**src/hw/rtl/bhsc_pkg.sv**
```systemverilog
// ----------------------------------------------------------------------------
// BLDC hall commutator package
// Shared types, register indexes, mode codes and the six-step drive table.
// ----------------------------------------------------------------------------
`timescale 1ns / 1ps
`default_nettype none

package bhsc_pkg;

   // Configuration port sizes.
   localparam int CSR_INDEX_W = 3;
   localparam int CSR_DATA_W  = 16;

   // Configuration register indexes.
   localparam logic [CSR_INDEX_W-1:0] CSR_DIRECTION    = 3'd0;
   localparam logic [CSR_INDEX_W-1:0] CSR_DUTY_PERCENT = 3'd1;
   localparam logic [CSR_INDEX_W-1:0] CSR_PWM_PERIOD   = 3'd2;
   localparam logic [CSR_INDEX_W-1:0] CSR_START_LIMIT  = 3'd3;
   localparam logic [CSR_INDEX_W-1:0] CSR_STALL_LIMIT  = 3'd4;

   // Configuration reset values.
   localparam logic        RST_DIRECTION    = 1'b0;
   localparam logic [6:0]  RST_DUTY_PERCENT = 7'd40;
   localparam logic [15:0] RST_PWM_PERIOD   = 16'd1000;
   localparam logic [7:0]  RST_START_LIMIT  = 8'd20;
   localparam logic [15:0] RST_STALL_LIMIT  = 16'd2000;

   // Period times duty is at most 65535 * 127, which fits in 23 bits.
   localparam int PRODUCT_W = 23;
   localparam logic [PRODUCT_W-1:0] RST_PRODUCT = 23'd40000;

   // Division by 100 as a multiply by ceil(2^30 / 100) and a shift by 30.
   // Exact for every 23-bit dividend.
   localparam int              RECIP_SHIFT = 30;
   localparam logic [23:0]     RECIP_100   = 24'd10737419;

   // Motor modes.
   localparam logic [1:0] MODE_START = 2'd0;
   localparam logic [1:0] MODE_STOP  = 2'd1;
   localparam logic [1:0] MODE_RUN   = 2'd2;

   // Request kinds.
   localparam logic REQ_CONTROL = 1'b0;
   localparam logic REQ_TICK    = 1'b1;

   // Hall code held after reset.
   localparam logic [2:0] RST_LAST_HALL = 3'd1;

   // Phase drive bit positions.
   localparam int DRV_UH = 0;
   localparam int DRV_UL = 1;
   localparam int DRV_VH = 2;
   localparam int DRV_VL = 3;
   localparam int DRV_WH = 4;
   localparam int DRV_WL = 5;

   // One input transfer.
   typedef struct packed {
      logic       req_type;
      logic [2:0] hall_code;
   } bhsc_req_item_type;

   // One result transfer.
   typedef struct packed {
      logic        drive_u_high;
      logic        drive_u_low;
      logic        drive_v_high;
      logic        drive_v_low;
      logic        drive_w_high;
      logic        drive_w_low;
      logic        gate_enable;
      logic [15:0] duty_compare;
      logic [1:0]  motor_mode;
   } bhsc_rsp_item_type;

   // Settings handed from the register file to the core.
   typedef struct packed {
      logic        direction;
      logic [7:0]  start_limit;
      logic [15:0] stall_limit;
      logic [15:0] compare;
   } bhsc_cfg_type;

   // Six-step drive pattern for a hall code; codes 0 and 7 switch all off.
   function automatic logic [5:0] six_step(input logic [2:0] sel);
      logic [5:0] drv;
      drv = '0;
      case (sel)
         3'd1: begin drv[DRV_UH] = 1'b1; drv[DRV_WL] = 1'b1; end
         3'd2: begin drv[DRV_VH] = 1'b1; drv[DRV_UL] = 1'b1; end
         3'd3: begin drv[DRV_VH] = 1'b1; drv[DRV_WL] = 1'b1; end
         3'd4: begin drv[DRV_WH] = 1'b1; drv[DRV_VL] = 1'b1; end
         3'd5: begin drv[DRV_UH] = 1'b1; drv[DRV_VL] = 1'b1; end
         3'd6: begin drv[DRV_WH] = 1'b1; drv[DRV_UL] = 1'b1; end
         default: drv = '0;
      endcase
      return drv;
   endfunction

endpackage

`default_nettype wire

```
**src/hw/rtl/bldc_hall_six_step_commutator.sv**
```systemverilog
// ----------------------------------------------------------------------------
// BLDC hall six-step commutator
// Start, run and stop control of a three-phase bridge from hall sensors.
// ----------------------------------------------------------------------------
//
//   Channel   Direction   Ports                              Transfer when
//   req       in          req_valid, req_stall, req_data      valid && !stall
//   rsp       out         rsp_valid, rsp_stall, rsp_data      valid && !stall
//   csr       in          csr_write, csr_index, csr_data      csr_write
//
// Every request gives one response, and a new request can be taken in every
// cycle while the response is not stalled; the state update is a single pass
// from the input register into the state register, which is the result.
// Synchronous reset returns the motor to start with the default settings.
// A stalled response holds; the input register still takes one more request
// before req_stall rises.
//
`timescale 1ns / 1ps
`default_nettype none

module bldc_hall_six_step_commutator (
   input  wire logic                             clock,
   input  wire logic                             reset,
   input  wire logic                             req_valid,
   output logic                                  req_stall,
   input  wire bhsc_pkg::bhsc_req_item_type      req_data,
   output logic                                  rsp_valid,
   input  wire logic                             rsp_stall,
   output bhsc_pkg::bhsc_rsp_item_type           rsp_data,
   input  wire logic                             csr_write,
   input  wire logic [bhsc_pkg::CSR_INDEX_W-1:0] csr_index,
   input  wire logic [bhsc_pkg::CSR_DATA_W-1:0]  csr_data
);
   import bhsc_pkg::*;

   bhsc_cfg_type      cfg;
   logic              in_valid_ff;
   bhsc_req_item_type in_data_ff;
   logic              item_take;

   // The input register is held while it is full and the core cannot take it.
   assign req_stall = in_valid_ff && !item_take;

   always_ff @(posedge clock) begin
      if (reset) begin
         in_valid_ff <= 1'b0;
      end else if (!req_stall) begin
         in_valid_ff <= req_valid;
      end
   end

   always_ff @(posedge clock) begin
      if (req_valid && !req_stall) begin
         in_data_ff <= req_data;
      end
   end

   bhsc_csr u_csr (
      .clock     (clock),
      .reset     (reset),
      .csr_write (csr_write),
      .csr_index (csr_index),
      .csr_data  (csr_data),
      .cfg       (cfg)
   );

   bhsc_core u_core (
      .clock      (clock),
      .reset      (reset),
      .cfg        (cfg),
      .item_valid (in_valid_ff),
      .item       (in_data_ff),
      .item_take  (item_take),
      .rsp_valid  (rsp_valid),
      .rsp_stall  (rsp_stall),
      .rsp_data   (rsp_data)
   );

endmodule

`default_nettype wire

```
**src/hw/rtl/bhsc_csr.sv**
```systemverilog
// ----------------------------------------------------------------------------
// BLDC hall commutator register file
// Holds the configuration registers and the scaled PWM compare value.
// ----------------------------------------------------------------------------
`timescale 1ns / 1ps
`default_nettype none

module bhsc_csr (
   input  wire logic                            clock,
   input  wire logic                            reset,
   input  wire logic                            csr_write,
   input  wire logic [bhsc_pkg::CSR_INDEX_W-1:0] csr_index,
   input  wire logic [bhsc_pkg::CSR_DATA_W-1:0]  csr_data,
   output bhsc_pkg::bhsc_cfg_type               cfg
);
   import bhsc_pkg::*;

   logic                 direction_ff;
   logic [6:0]           duty_ff;
   logic [15:0]          period_ff;
   logic [7:0]           start_limit_ff;
   logic [15:0]          stall_limit_ff;
   logic [PRODUCT_W-1:0] product_ff;
   logic [PRODUCT_W-1:0] product_in;

   logic [PRODUCT_W+23:0] quot_wide;
   logic [16:0]           quot;

   // The period-duty product is formed when either operand is written, so
   // it is ready in its register by the time an item can arrive.
   always_comb begin
      product_in = product_ff;
      if (csr_write && csr_index == CSR_DUTY_PERCENT) begin
         product_in = PRODUCT_W'(period_ff * csr_data[6:0]);
      end else if (csr_write && csr_index == CSR_PWM_PERIOD) begin
         product_in = PRODUCT_W'(csr_data * duty_ff);
      end
   end

   // Register writes; indexes beyond the list are ignored.
   always_ff @(posedge clock) begin
      if (reset) begin
         direction_ff   <= RST_DIRECTION;
         duty_ff        <= RST_DUTY_PERCENT;
         period_ff      <= RST_PWM_PERIOD;
         start_limit_ff <= RST_START_LIMIT;
         stall_limit_ff <= RST_STALL_LIMIT;
         product_ff     <= RST_PRODUCT;
      end else begin
         product_ff <= product_in;
         if (csr_write) begin
            case (csr_index)
               CSR_DIRECTION:    direction_ff   <= csr_data[0];
               CSR_DUTY_PERCENT: duty_ff        <= csr_data[6:0];
               CSR_PWM_PERIOD:   period_ff      <= csr_data;
               CSR_START_LIMIT:  start_limit_ff <= csr_data[7:0];
               CSR_STALL_LIMIT:  stall_limit_ff <= csr_data;
               default: ;
            endcase
         end
      end
   end

   // Product over 100 by reciprocal multiply, saturated to 16 bits.
   always_comb begin
      quot_wide = (PRODUCT_W+24)'(product_ff) * (PRODUCT_W+24)'(RECIP_100);
      quot      = quot_wide[RECIP_SHIFT+16:RECIP_SHIFT];
   end

   always_comb begin
      cfg.direction   = direction_ff;
      cfg.start_limit = start_limit_ff;
      cfg.stall_limit = stall_limit_ff;
      cfg.compare     = quot[16] ? 16'hFFFF : quot[15:0];
   end

endmodule

`default_nettype wire

```
**src/hw/rtl/bhsc_core.sv**
```systemverilog
// ----------------------------------------------------------------------------
// BLDC hall commutator core
// Updates the motor state for one item per cycle unless the result stalls; the state is the result.
// ----------------------------------------------------------------------------
`timescale 1ns / 1ps
`default_nettype none

module bhsc_core (
   input  wire logic                        clock,
   input  wire logic                        reset,
   input  wire bhsc_pkg::bhsc_cfg_type      cfg,
   input  wire logic                        item_valid,
   input  wire bhsc_pkg::bhsc_req_item_type item,
   output logic                             item_take,
   output logic                             rsp_valid,
   input  wire logic                        rsp_stall,
   output bhsc_pkg::bhsc_rsp_item_type      rsp_data
);
   import bhsc_pkg::*;

   logic        rsp_valid_ff;
   logic [1:0]  mode_ff,     mode_in;
   logic [7:0]  attempts_ff, attempts_in;
   logic [15:0] stall_ff,    stall_in;
   logic [2:0]  last_hall_ff, last_hall_in;
   logic [5:0]  drives_ff,   drives_in;
   logic        gate_ff,     gate_in;
   logic [15:0] compare_ff,  compare_in;

   logic [7:0]  attempts_inc;
   logic [15:0] stall_inc;
   logic [2:0]  sel;
   logic [1:0]  mode_mid;
   logic        fire;

   // The result register is free when empty or being taken.
   assign item_take = !rsp_valid_ff || !rsp_stall;
   assign fire      = item_valid && item_take;

   // Next state for one item.
   always_comb begin
      mode_in      = mode_ff;
      attempts_in  = attempts_ff;
      stall_in     = stall_ff;
      last_hall_in = last_hall_ff;
      drives_in    = drives_ff;
      gate_in      = gate_ff;
      compare_in   = compare_ff;
      mode_mid     = mode_ff;

      attempts_inc = attempts_ff + 8'd1;
      stall_inc    = stall_ff + 16'd1;
      sel          = cfg.direction ? ~item.hall_code : item.hall_code;

      if (item.req_type == REQ_CONTROL) begin
         if (mode_ff == MODE_STOP) begin
            drives_in = '0;
            gate_in   = 1'b0;
         end else begin
            // Start attempt count, compare load and gate enable.
            if (mode_ff == MODE_START) begin
               attempts_in = attempts_inc;
               if (attempts_inc > cfg.start_limit) begin
                  mode_mid    = MODE_STOP;
                  attempts_in = '0;
               end
               compare_in = cfg.compare;
               gate_in    = 1'b1;
            end
            mode_in = mode_mid;
            // Commutation, skipped on the pass that fails the start.
            if (mode_mid != MODE_STOP) begin
               if (last_hall_ff != item.hall_code) begin
                  mode_in      = MODE_RUN;
                  last_hall_in = item.hall_code;
               end
               drives_in = six_step(sel);
               stall_in  = '0;
            end
         end
      end else if (mode_ff == MODE_RUN) begin
         // Millisecond tick: stall timeout.
         stall_in = stall_inc;
         if (stall_inc > cfg.stall_limit) begin
            drives_in = '0;
            gate_in   = 1'b0;
            mode_in   = MODE_STOP;
            stall_in  = '0;
         end
      end
   end

   // State and result registers.
   always_ff @(posedge clock) begin
      if (reset) begin
         rsp_valid_ff <= 1'b0;
         mode_ff      <= MODE_START;
         attempts_ff  <= '0;
         stall_ff     <= '0;
         last_hall_ff <= RST_LAST_HALL;
         drives_ff    <= '0;
         gate_ff      <= 1'b0;
         compare_ff   <= '0;
      end else begin
         if (item_take) begin
            rsp_valid_ff <= item_valid;
         end
         if (fire) begin
            mode_ff      <= mode_in;
            attempts_ff  <= attempts_in;
            stall_ff     <= stall_in;
            last_hall_ff <= last_hall_in;
            drives_ff    <= drives_in;
            gate_ff      <= gate_in;
            compare_ff   <= compare_in;
         end
      end
   end

   assign rsp_valid = rsp_valid_ff;

   always_comb begin
      rsp_data.drive_u_high = drives_ff[DRV_UH];
      rsp_data.drive_u_low  = drives_ff[DRV_UL];
      rsp_data.drive_v_high = drives_ff[DRV_VH];
      rsp_data.drive_v_low  = drives_ff[DRV_VL];
      rsp_data.drive_w_high = drives_ff[DRV_WH];
      rsp_data.drive_w_low  = drives_ff[DRV_WL];
      rsp_data.gate_enable  = gate_ff;
      rsp_data.duty_compare = compare_ff;
      rsp_data.motor_mode   = mode_ff;
   end

endmodule

`default_nettype wire
```
**config.mk**
```make
export PLATFORM = sky130hd
export DESIGN_NAME = bldc_hall_six_step_commutator
export DESIGN_NICKNAME = d
export VERILOG_FILES = /design/src/hw/rtl/bhsc_pkg.sv /design/src/hw/rtl/bldc_hall_six_step_commutator.sv /design/src/hw/rtl/bhsc_csr.sv /design/src/hw/rtl/bhsc_core.sv
export SDC_FILE = /design/constraint.sdc
export NUM_CORES = 1
export LEC_CHECK = 0
export BUFFER_PORTS_ARGS = -buffer_cell sky130_fd_sc_hd__buf_4
export CAP_MARGIN = 20
export CORE_MARGIN = 4
export CORE_UTILIZATION = 35
export DETAILED_ROUTE_END_ITERATION = 10
export REMOVE_ABC_BUFFERS = 1
export SETUP_SLACK_MARGIN = 0.02
export SLEW_MARGIN = 40
export SYNTH_ARGS = -nofsm -noshare
export SYNTH_HDL_FRONTEND = slang
export SYNTH_HIERARCHICAL = 1
export SYNTH_SLANG_ARGS = --single-unit
```
**constraint.sdc**
```tcl
create_clock -name clock -period 15.9 [get_ports clock]
set_clock_uncertainty 0.05 [all_clocks]
set_input_delay 1.59 -clock clock [delete_from_list [all_inputs] [get_ports clock]]
set_output_delay 1.59 -clock clock [all_outputs]
set_load 0.005 [all_outputs]
```
==> results.json, run 1 <==
{
  "status": "finished, final reports clean",
  "die_area_mm2": 0.0671,
  "hold_buffers": 0,
  "timing.slew.headroom": 0.397,
  "fmax_ghz": 0.132,
  "synth_simple_gate_area_frac": 0.150,
  "dieWidth_um": 259,
  "post_cts_buffers": 0,
  "stdcell_count": 3322,
  "drive_gt1_frac": 0.0584,
  "period_share": 0.475,
  "cts-buffers-inserted": 17,
  "fp.coreArea_mm2": 0.0621,
  "p_per_area_mw_per_mm2": 167,
  "path_class": "reg -> reg",
  "synth_area_leaders": "fa_1, ha_1, dfxtp_1",
  "hpwl_um": 46100,
  "critical_path.max_fanout": 16,
  "root_buffer": "clkbuf_16",
  "power.total_uw": 3960,
  "clockBufferDepth": 2,
  "maxCapViolations": 0,
  "overflow": 0,
  "muxShareOfSynthArea": 0.00505,
  "routed_wl_um": 56400,
  "wl_per_cell_um": 17.0,
  "setup.worst_path.end_class": "flip-flop",
  "rsz0062_at_grt": "false",
  "cts_resized": 0,
  "fin_crit_ps": 7560,
  "yosys.area_share.xor_xnor": 0.0270,
  "worst_ep_arrival_time_ps": 7830,
  "clk_latency_ps": 480,
  "drtIter0Drc": 951,
  "ys_async_sr_fraction": 0,
  "ant_nets": 0,
  "irDropWorstVdd_mv": 0.189,
  "final_util": 0.382,
  "synth_top_family_by_area": "adder cells",
  "grt_pass1_vias": 17100,
  "post-synth-top-count-cell": "inv_1",
  "gp_congestion": 0.922,
  "timing_hold_violations_final": 0,
  "nFillCells": 6240,
  "synthAdderAreaFrac": 0.502,
  "critPathLaunchType": "flip-flop",
  "cts_max_level": 4,
  "worstPathRequired_ps": 16170,
  "port_buffers": 54,
  "synth-edff-count": 4,
  "synthToLayoutAreaGrowth_pct": 7.55,
  "setup_tns_ps": 0,
  "first_pass_iters": 5,
  "synth_seq_cells": 129,
  "dieHeight_um": 259,
  "fin_nets": 3184,
  "rows": 91,
  "vias_per_cell": 4.96,
  "synthDominantCellAreaShare": 0.302,
  "leakage_uw": 0.0120,
  "yosysWarnings": 6,
  "initial_utilization": 0.355,
  "vias": 16500,
  "cts_tree": "yes",
  "whs_ps": 406,
  "num_antenna_cells": 0,
  "yosysSeqAreaShare": 0.119,
  "setup_viol": 0,
  "yosysTopAreaCell": "fa_1",
  "hold_class": "reg -> reg",
  "synth_cell_types": 88,
  "cts.sinks": 129,
  "ys_top_cells_by_count": "inv_1, nand2_1, ha_1",
  "worst_pin_slew_ps": 904,
  "synth_cells": 2494,
  "ioPinCount": 55,
  "postSynth.topFlopCell": "dfxtp_1",
  "syn_area_per_cell_um2": 8.84,
  "grt_pass1_wl_um": 91200,
  "drc_errors": 0,
  "synth_compound_area_frac": 0.0954,
  "antenna_found_initial": 0,
  "grt_max_degree": 69,
  "syn_area_mm2": 0.0220,
  "r2r_slack_ps": 8340,
  "grt_usage": 0.171,
  "clk_pin_slew_ps": 60,
  "final_max_slew_viol_count": 0,
  "dp.cells": 3290
}
-- stage by stage --
stage,worst slack (ps),area [um^2]
after floorplan,9220,21600
after global placement,8520,23100
after detailed placement,8350,23100
after CTS,8330,23700
after global routing,7870,23700
final,8340,23700
-- flip-flops by register name, indices dropped and copies added, names as in the netlist --
register,count
u_csr/product_ff,23
u_core/compare_ff,16
u_core/stall_ff,16
u_csr/period_ff,16
u_csr/stall_limit_ff,16
u_core/attempts_ff,8
u_csr/start_limit_ff,8
u_csr/duty_ff,7
u_core/drives_ff,6
in_data_ff,4
u_core/last_hall_ff,3
u_core/mode_ff,2
in_valid_ff,1
u_core/gate_ff,1
u_core/rsp_valid,1
u_csr/direction_ff,1
-- worst max-delay path, stage by stage (launching register included) --
cell,delay (ps)
dfxtp_1,520
inv_1,180
fa_1,540
inv_1,90
fa_1,520
inv_1,50
fa_1,460
fa_1,520
inv_1,50
fa_1,500
fa_1,510
inv_1,50
fa_1,480
inv_1,40
ha_1,280
a21oi_1,200
o21ai_0,130
a21oi_1,200
nand3_1,150
o311ai_2,450
o31ai_4,120
o2111ai_1,260
a21oi_2,110
xnor2_2,580
o21ai_0,210
nand2_1,100
a21oi_1,70
-- final cells by class --
cell class,instances,area (um^2),area share
multi-input cells,1782,17200,0.725
flip-flops and latches,129,2620,0.111
inverters,478,1790,0.0757
well taps,837,1050,0.0442
repair buffers,64,480,0.0203
clock buffers,18,429,0.0181
clock inverters,14,149,0.00628
-- cell usage in the layout (no fill, tap or decap), types with 4 or more instances in the layout --
cell type | synthesis | final
nand3_1 | 39 | 38
ha_1 | 351 | 351
clkbuf_16 | 0 | 17
o21ai_0 | 44 | 44
nand3_2 | 3 | 4
and4_1 | 4 | 4
nor2b_1 | 11 | 11
a311oi_1 | 5 | 5
o21bai_1 | 8 | 8
nand3b_1 | 20 | 20
o21a_1 | 11 | 11
o22ai_1 | 5 | 5
a31oi_2 | 6 | 6
inv_8 | 0 | 4
o21ai_1 | 6 | 6
a21o_1 | 31 | 31
nor3_1 | 26 | 26
nor2_1 | 68 | 67
or2_2 | 6 | 6
xnor2_1 | 45 | 45
buf_4 | 2 | 64
mux2i_1 | 10 | 10
a211o_1 | 7 | 7
dfxtp_1 | 125 | 125
and2_1 | 59 | 59
a211oi_1 | 13 | 13
nand2_1 | 398 | 398
nand4_1 | 18 | 18
o31ai_1 | 7 | 7
inv_1 | 477 | 477
edfxtp_1 | 4 | 4
and3_1 | 7 | 7
fa_1 | 333 | 333
xor2_1 | 21 | 21
a31oi_1 | 10 | 10
clkinv_4 | 0 | 5
a21oi_1 | 123 | 123
nand2b_1 | 16 | 16
-- final timing paths --
path                             from                       end  cells past startpoint
max               u_csr/product_ff[6]     u_core/compare_ff[10]                     26
min          u_csr/stall_limit_ff[12]  u_csr/stall_limit_ff[12]                      2
max reg2reg       u_csr/product_ff[6]     u_core/compare_ff[10]                     26
min reg2reg  u_csr/stall_limit_ff[12]  u_csr/stall_limit_ff[12]                      2
-- metal layers --
metal | vias up | part of all wire | routed length [um] | global-route usage
li1 | 7879 | - | - | -
met1 | 8219 | 0.48 | 26800 | 0.239
met2 | 318 | 0.47 | 26400 | 0.283
met3 | 47 | 0.042 | 2350 | 0.0228
met4 | 0 | 0.014 | 763 | 0.0397
met5 | - | 0 | 0 | 0
-- power by group --
| group | leakage, uW | internal (uW) | switching, uW |
|---|---|---|---|
| Clock | 0.000283 | 220 | 180 |
| Sequential | 0.00105 | 341 | 25.4 |
| Combinational | 0.0107 | 1360 | 1830 |
| Total | 0.0120 | 1920 | 2040 |
-- logic make-up after synthesis --
group           after synthesis
fa+ha+maj                   684
simple gates                704
compound gates              316
mux                          11
buf+inv                     583
xor+xnor                     67
flops                       129
Power figures use the tool's default switching activity.
==> inputs of run 2 (changes only) <==
==> constraint.sdc (replaced) <==
create_clock -name clock -period 7.4 [get_ports clock]
set_clock_uncertainty 0.05 [all_clocks]
set_input_delay 0.74 -clock clock [delete_from_list [all_inputs] [get_ports clock]]
set_output_delay 0.74 -clock clock [all_outputs]
set_load 0.005 [all_outputs]
==> run 2 against run 1 <==
  * Flip-flop and latch count is the same
  * First-iteration DRC count shrank 8.0%
  * Sequential share of layout area shrank 0.054 points
  * Core utilization increased by 0.41 points
  * Wire length grew 0.99%
  * Count of clock-buffer cells in the layout unchanged
  * Via count grew 0.16%
  * Largest power group unchanged
==> results.json, run 2 (same netlist as run 1, synthesis figures left out) <==
{
  "grt_max_degree": 69,
  "clk_latency_ps": 480,
  "rows": 91,
  "met2_usage": 0.281,
  "use_met1": 0.239,
  "fp.coreArea_mm2": 0.0621,
  "antenna_found_initial": 0,
  "hold_class": "in -> reg",
  "critical_path.max_stage_delay_ps": 590,
  "path_class": "reg -> reg",
  "largest-register": "u_csr/product_ff",
  "largest_reg_flops": 23,
  "vias_per_cell": 4.94,
  "cts_max_level": 4,
  "setup_tns_ps": 0,
  "vias": 16500,
  "maxCapViolations": 0,
  "whs_ps": 387,
  "mostFrequentLayoutCell": "inv_1",
  "grt_usage": 0.174,
  "cts-buffers-inserted": 17,
  "drtIter0Drc": 875,
  "fmax_ghz": 0.141,
  "fin_area_mm2": 0.0240,
  "post-place-ws_ps": -82.9,
  "busiest_layer": "met2",
  "wl_per_cell_um": 17.0,
  "port_buffers": 54,
  "final_max_slew_viol_count": 0,
  "worst_ep_arrival_time_ps": 7370,
  "clk_pin_slew_ps": 70,
  "status": "finished, final reports clean",
  "ioPinCount": 55,
  "final_cell_mix": "inv_1, nand2_1, ha_1",
  "routed_wl_um": 56900,
  "grt_pass1_vias": 17600,
  "fin_crit_ps": 7090,
  "irDropWorstVdd_mv": 0.440,
  "synthToLayoutAreaGrowth_pct": 8.70,
  "worstPathRequired_ps": 7670,
  "gp_congestion": 0.918,
  "grt_pass1_wl_um": 93300,
  "hold_buffers": 0,
  "critical_path.max_fanout": 8,
  "first_pass_iters": 7,
  "setup.worst_path.end_class": "flip-flop",
  "crit_top_cell": "fa_1",
  "cts.sinks": 129,
  "setup_viol": 0,
  "crit_buf_inv": 7,
  "drive_gt1_frac": 0.0743,
  "p_per_area_mw_per_mm2": 366,
  "dp.cells": 3302,
  "cp_slowest_cell": "fa_2",
  "dpl-instance-area_mm2": 0.0232,
  "fin_ws_ps": 308,
  "cts_tree": "yes",
  "root_buffer": "clkbuf_16",
  "ant_nets": 0,
  "stdcell_count": 3339,
  "clockBufferDepth": 2,
  "initial_utilization": 0.355,
  "critPathLaunchType": "flip-flop",
  "critPathTopFamily": "adder cells",
  "dieWidth_um": 259,
  "worst_pin_slew_ps": 887,
  "die_area_mm2": 0.0671,
  "fin_nets": 3201,
  "period_share": 0.958,
  "use_met3": 0.0339,
  "num_antenna_cells": 0,
  "timing.slew.headroom": 0.405,
  "drc_errors": 0,
  "leakage_uw": 0.0121,
  "hpwl_um": 46300,
  "overflow": 0,
  "dieHeight_um": 259,
  "timing_hold_violations_final": 0
}
run 2: cell count changes in the layout (fill, tap and decap cells not counted), moves of 5 or more:
cell     previous run  this run
buf_4              64        79
dfxtp_1           125       115
dfxtp_2             0         9
fa_1              333       328
fa_2                0         5
inv_1             477       472
inv_2               1         6
run 2: cell type report:
type,instances,area (um^2)
fill,6248,38100
inverter,478,1790
clock buffer,18,439
tap,837,1050
timing repair buffer,80,604
multi-input combinational,1783,17300
sequential,129,2640
clock inverter,14,143
run 2: what timing repair did:
item                                    in CTS  in global routing
cloned                                       0                  1
setup buffers                                0                  4
pin swaps                                    0                 16
gates resized for setup                      2                 32
endpoints found under the setup margin      16                 16
run 2: path summary, 6_finish.rpt:
| kind | start | endpoint | slack (ps) | cells after the start |
|---|---|---|---|---|
| setup reg to reg | u_csr/product_ff[15] | u_core/compare_ff[7] | 310 | 27 |
| setup / recovery | u_csr/product_ff[15] | u_core/compare_ff[7] | 310 | 27 |
| hold / removal | req_data[0] | in_data_ff[0] | 390 | 1 |
| hold reg to reg | u_csr/start_limit_ff[5] | u_csr/start_limit_ff[5] | 410 | 2 |
run 2: metrics by stage:
step | util | total power [uW]
final | 0.386 | 8760
after global routing | 0.386 | 9930
after CTS | 0.384 | 8640
after detailed placement | 0.374 | 7670
after global placement | 0.374 | 7560
after floorplan | - | 5900
run 2: power by group:
group | internal [uW] | switching, uW | total (uW)
logic | 3010 | 4110 | 7120
registers | 733 | 43.5 | 777
clock network | 480 | 390 | 870
run 2: routing by layer:
metal,part of all wire,vias to the layer above
met5,0,-
met4,0.025,0
met3,0.045,77
met2,0.46,347
met1,0.47,8135
li1,-,7930
